**config.mk**
```make
export PLATFORM = sky130hd
export DESIGN_NAME = ttuc_div_cell
export DESIGN_NICKNAME = d
export VERILOG_FILES = /design/src/hdl/ttuc_pkg.sv /design/src/hdl/ttuc_div_cell.sv
export SDC_FILE = /design/constraint.sdc
export NUM_CORES = 1
export LEC_CHECK = 0
export BUFFER_PORTS_ARGS = -buffer_cell sky130_fd_sc_hd__buf_2
export CAP_MARGIN = 20
export CORE_MARGIN = 2
export CORE_UTILIZATION = 29
export DETAILED_ROUTE_END_ITERATION = 10
export GPL_ROUTABILITY_DRIVEN = 0
export HOLD_SLACK_MARGIN = 0.06
export PLACE_DENSITY = 0.58
export SYNTH_ARGS = -nofsm -noshare
export SYNTH_HDL_FRONTEND = slang
export SYNTH_SLANG_ARGS = --single-unit
```
**constraint.sdc**
```tcl
create_clock -name clk -period 3.35 [get_ports clk]
set_input_delay 0.335 -clock clk [delete_from_list [all_inputs] [get_ports clk]]
set_output_delay 0.335 -clock clk [all_outputs]
set_load 0.01 [all_outputs]
```
**src/hdl/ttuc_pkg.sv**
```systemverilog
// shared widths, mode codes and the record carried through the converter pipeline
package ttuc_pkg;

  localparam int AMT_W  = 64;
  localparam int FAC_W  = 32;
  localparam int DIV1_N = AMT_W;   // quotient bits of the whole-second division
  localparam int DIV2_N = FAC_W;   // quotient bits of the remainder division

  localparam logic [FAC_W-1:0] FREQ_RESET = 32'd1000000;

  localparam logic [1:0] MODE_T2U_FLOOR = 2'd0;
  localparam logic [1:0] MODE_T2U_CEIL  = 2'd1;
  localparam logic [1:0] MODE_U2T_CEIL  = 2'd2;
  localparam logic [1:0] MODE_UNUSED    = 2'd3;

  // per-request side data that travels alongside the division state
  typedef struct packed {
    logic             ceil_it;
    logic             special;     // result fixed regardless of arithmetic
    logic             special_ovf; // fixed result is all ones with overflow
    logic [FAC_W-1:0] mul;
    logic [FAC_W-1:0] div;
    logic [AMT_W-1:0] base;
    logic             base_ovf;
  } side_t;

  // state of one restoring division step
  typedef struct packed {
    logic [FAC_W-1:0] rem;
    logic [AMT_W-1:0] work;        // dividend bits on top, quotient bits enter at the bottom
    side_t            side;
  } cell_t;

endpackage

```
**src/hdl/ttuc_div_cell.sv**
```systemverilog
// one restoring division step: shift in a dividend bit, trial subtract, record a quotient bit
module ttuc_div_cell import ttuc_pkg::*; (
  input  logic  clk,
  input  logic  rst_n,
  input  logic  en,
  input  logic  vld_i,
  input  cell_t cell_i,
  output logic  vld_o,
  output cell_t cell_o
);

  logic             vld_r;
  cell_t            cell_r;
  cell_t            cell_nxt;
  logic [FAC_W:0]   trial;
  logic [FAC_W:0]   diff;
  logic             ge;

  always_comb begin
    trial = {cell_i.rem, cell_i.work[AMT_W-1]};
    diff  = trial - {1'b0, cell_i.side.div};
    ge    = trial >= {1'b0, cell_i.side.div};
    cell_nxt      = cell_i;
    // remainder stays below the divisor, so the low bits hold it exactly
    cell_nxt.rem  = ge ? diff[FAC_W-1:0] : trial[FAC_W-1:0];
    cell_nxt.work = {cell_i.work[AMT_W-2:0], ge};
  end

  always_ff @(posedge clk) begin
    if (!rst_n) begin
      vld_r <= 1'b0;
    end else if (en) begin
      vld_r <= vld_i;
    end
  end

  always_ff @(posedge clk) begin
    if (en) begin
      cell_r <= cell_nxt;
    end
  end

  assign vld_o  = vld_r;
  assign cell_o = cell_r;

endmodule

```
# After elaboration in Yosys (flattened, before gate mapping)
# Cells that the tools add are included.
# W data, S select, Z words.
[classes]
add_sub_neg = 1
order_cmp = 1
mux = 1
[op_table]
columns = ["cell", "count"]
rows = [
  ["$ge A33 B32 Y1", 1],
  ["$mux W32", 1],
  ["$sub A32 B32 Y32", 1],
]
[totals]
ff_bits = 229
input_bits = 232
out_inout_bits = 229
wordCells = 13

# Depth between registers and ports, before layout
[depth]
ltp_word = 2
depth_mapped = 13
ltp_nobuf = 12

# Worst setup path after synthesis
# Ideal clock, no wire load.
[synth_path]
kind = "input to register"
from = "input cell_i[72] in the netlist's numbering"
to = "register cell_r, in the netlist cell_o[209] (data pin)"
setup_ns = 0.262
arrival_time_ns = 2.848
required_time_ns = 3.088
path_slack_ns = 0.240
stages = 12
path_buffers = 2
path_cell_list = "inv_1 > ha_1 > buf_2 > nand4_1 > or4_1 > a21oi_1 > nor3_1 > a211oi_2 > o21ai_2 > o31ai_4 > buf_4 > mux2_1"
[synth_rtl]
columns = ["item", "line", "source"]
rows = [
  ["start, declared", "ttuc_div_cell.sv:7", "input cell_t cell_i,"],
  ["end signal, assigned", "ttuc_div_cell.sv:39", "cell_r <= cell_nxt;"],
  ["end, declared", "ttuc_div_cell.sv:13", "cell_t cell_r;"],
]

==> results.json <==
{
  "synth_nets": 839,
  "drt-met1-wl_mm": 12.6,
  "coreArea_um2": 30700,
  "syn_area_um2": 9090,
  "clock_skew_ns": 0,
  "grt_pass1_vias": 7802,
  "min_path_type": "input port to register",
  "dp_hpwl_mm": 24.0,
  "vias": 7650,
  "clk_latency_ns": 0.53,
  "synth_top_area_share": 0.753,
  "finalHoldViolCount": 0,
  "cts.path.max_buffers": 3,
  "cts_sinks": 229,
  "cts_buffers": 26,
  "drive_gt1_frac": 0.421,
  "max_slew_margin": 0.594,
  "die_area_um2": 32800,
  "via_per_inst": 4.53,
  "gr-usage-all-layers": 0.193,
  "grt_pass1_wl_mm": 47.8,
  "async_reset_ff_frac": 0,
  "tns_ns": 0,
  "die_y_um": 181,
  "fin_crit_sh": 0.957,
  "multi_input_area_um2": 2040,
  "dieWidth_um": 181,
  "critPathKind": "input port to register",
  "worstMarginPinSlew_ns": 0.609,
  "setup_violations": 0,
  "postSynthCellCount": 574,
  "required_ns": 3.63,
  "initialDrtViolationCount": 457,
  "ys_top_cells_by_count": "edfxtp_1, a21oi_1, inv_1",
  "final-instance-count-excl-fill": 1690,
  "yosysUniqueCellTypes": 48,
  "cp_max_fo": 10,
  "ys_seq_area_frac": 0.755,
  "final.min_clock_period_ns": 3.20,
  "wl_met3_mm": 2.31,
  "ys_top_cells_by_area": "edfxtp_1, ha_1, a21oi_1",
  "cts_tree": "done",
  "ir_worst_vdd_uv": 380,
  "cp-end-kind": "register",
  "placement_rows": 64,
  "drc": 0,
  "grt_overflow": 0,
  "start_util": 0.296,
  "powerDensity_nw_per_um2": 511,
  "nets": 1543,
  "grt_setup_unrepaired": "no",
  "maxUsedRoutingLayer": "met5",
  "drtPass1Iterations": 5,
  "portBuffers": 460,
  "synth.avg_cell_area_um2": 15.8,
  "synth_top_area_cell": "edfxtp_1",
  "io_pins": 461,
  "synth.most_common_cell": "edfxtp_1",
  "drt-total-wl_mm": 33.5,
  "insertedDiodeCount": 0,
  "cap_viol_max_count": 0,
  "slew_violations": 0,
  "startpoint_type": "input port",
  "dp_cells": 1436,
  "clkSlewWorstSetupHoldPaths_ns": 0.06,
  "synth_edf_count": 228,
  "wl_per_cell_um": 19.8,
  "htreeDepth": 1,
  "leakage_uw": 0.00652,
  "cts-root-buf": "clkbuf_16",
  "status": "finished clean",
  "seq_area_um2": 6870,
  "fill_cells": 2754,
  "fmax_ghz": 0.312,
  "wl_met2_mm": 16.9,
  "syn_to_final_growth_pct": 64.5,
  "antenna_found_initial": 2,
  "ys.flop_type": "edfxtp_1",
  "yosysWarnings": 0,
  "grt_max_degree": 81,
  "cp.arrival_ns": 3.49,
  "ys_seq_elements": 229,
  "postRouteAntennaNets": 0
}
## registers in the layout, summed over array words and instances (netlist names)
| register | count |
|---|---|
| cell_o | 228 |
| vld_o | 1 |
## through the flow
stage / power [uW] / setup slack [ns] / hold WS (ns) / instance area, um2 / utilization
after floorplan: 4100 / 0.240 / 0.434 / 9090 / -
after global placement: 4740 / 0.0849 / 0.494 / 12000 / 0.391
final: 7640 / 0.145 / 0.122 / 15000 / 0.486
after detailed placement: 4750 / 0.000753 / 0.506 / 12000 / 0.391
after global routing: 7940 / 0.00659 / 0.104 / 15000 / 0.486
after CTS: 7670 / 0.0313 / 0.0894 / 14800 / 0.481
## worst max-delay path, cell delays in order
cell and delay [ns]:
dlygate4sd3_1 0.57, buf_2 0.14, inv_1 0.08, ha_4 0.30, nand4_1 0.14, or4_1 0.49
a21oi_1 0.14, nor3_1 0.10, a211oi_2 0.28, o21ai_2 0.11, o31ai_4 0.28, buf_12 0.18
mux2_2 0.34
## what timing repair did
item | CTS | global route
hold buffers | 197 | 0
endpoints found under the setup margin | 0 | 19
endpoints found under the hold margin | 196 | 0
buffers inserted | 0 | 12
gates resized for setup | 0 | 14
## kinds of logic after synthesis
group / share of synthesized area
muxes: 0.0157
xor gates and xnor gates: 0.0260
and+or+nand+nor: 0.0505
DFF: 0.755
AOI/OAI and AO/OA: 0.0809
buffers and inverters: 0.0252
adders and majority gates: 0.0462
## layout make-up
cell class                 count  share of cell area
multi-input combinational    290               0.137
clock buffer                  32              0.0450
timing repair buffer         693               0.309
sequential                   229               0.459
inverter                      38             0.00954
tap                          396              0.0331
clock inverter                12             0.00778
## metal layers
metal	vias up	GRT usage
li1	3579	-
met1	3678	0.217
met2	316	0.343
met3	73	0.0500
met4	4	0.0881
met5	-	0
## power by group
| part | switching (uW) | internal (uW) | total (uW) | leakage [uW] |
|---|---|---|---|---|
| clock | 1140 | 1570 | 2710 | 0.000380 |
| combinational | 736 | 665 | 1400 | 0.00390 |
| sequential | 72.2 | 3460 | 3530 | 0.00224 |
## worst paths after layout
check | start | slack (ns) | end | cells after the start
worst max-delay path | cell_i[79] | 0.15 | cell_o[200] | 13
worst min-delay path | cell_i[205] | 0.12 | cell_o[206] | 2
worst max register to register | vld_o | 2.20 | vld_o | 3
worst min register to register | vld_o | 1.07 | vld_o | 3
## placed cells by master (no fill, tap or decap), drive strengths merged, types with 11 or more instances in the layout
cell | synthesis | routed
buf | 11 | 495
edfxtp | 228 | 228
nand2 | 27 | 27
o21ai | 17 | 17
xnor2 | 16 | 16
nor2 | 36 | 36
xor2 | 11 | 11
ha | 32 | 32
a21o | 12 | 12
inv | 38 | 38
a21oi | 54 | 54
dlygate4sd3 | 0 | 197
clkbuf | 6 | 33
No activity file was read; power rests on OpenSTA's default activity.
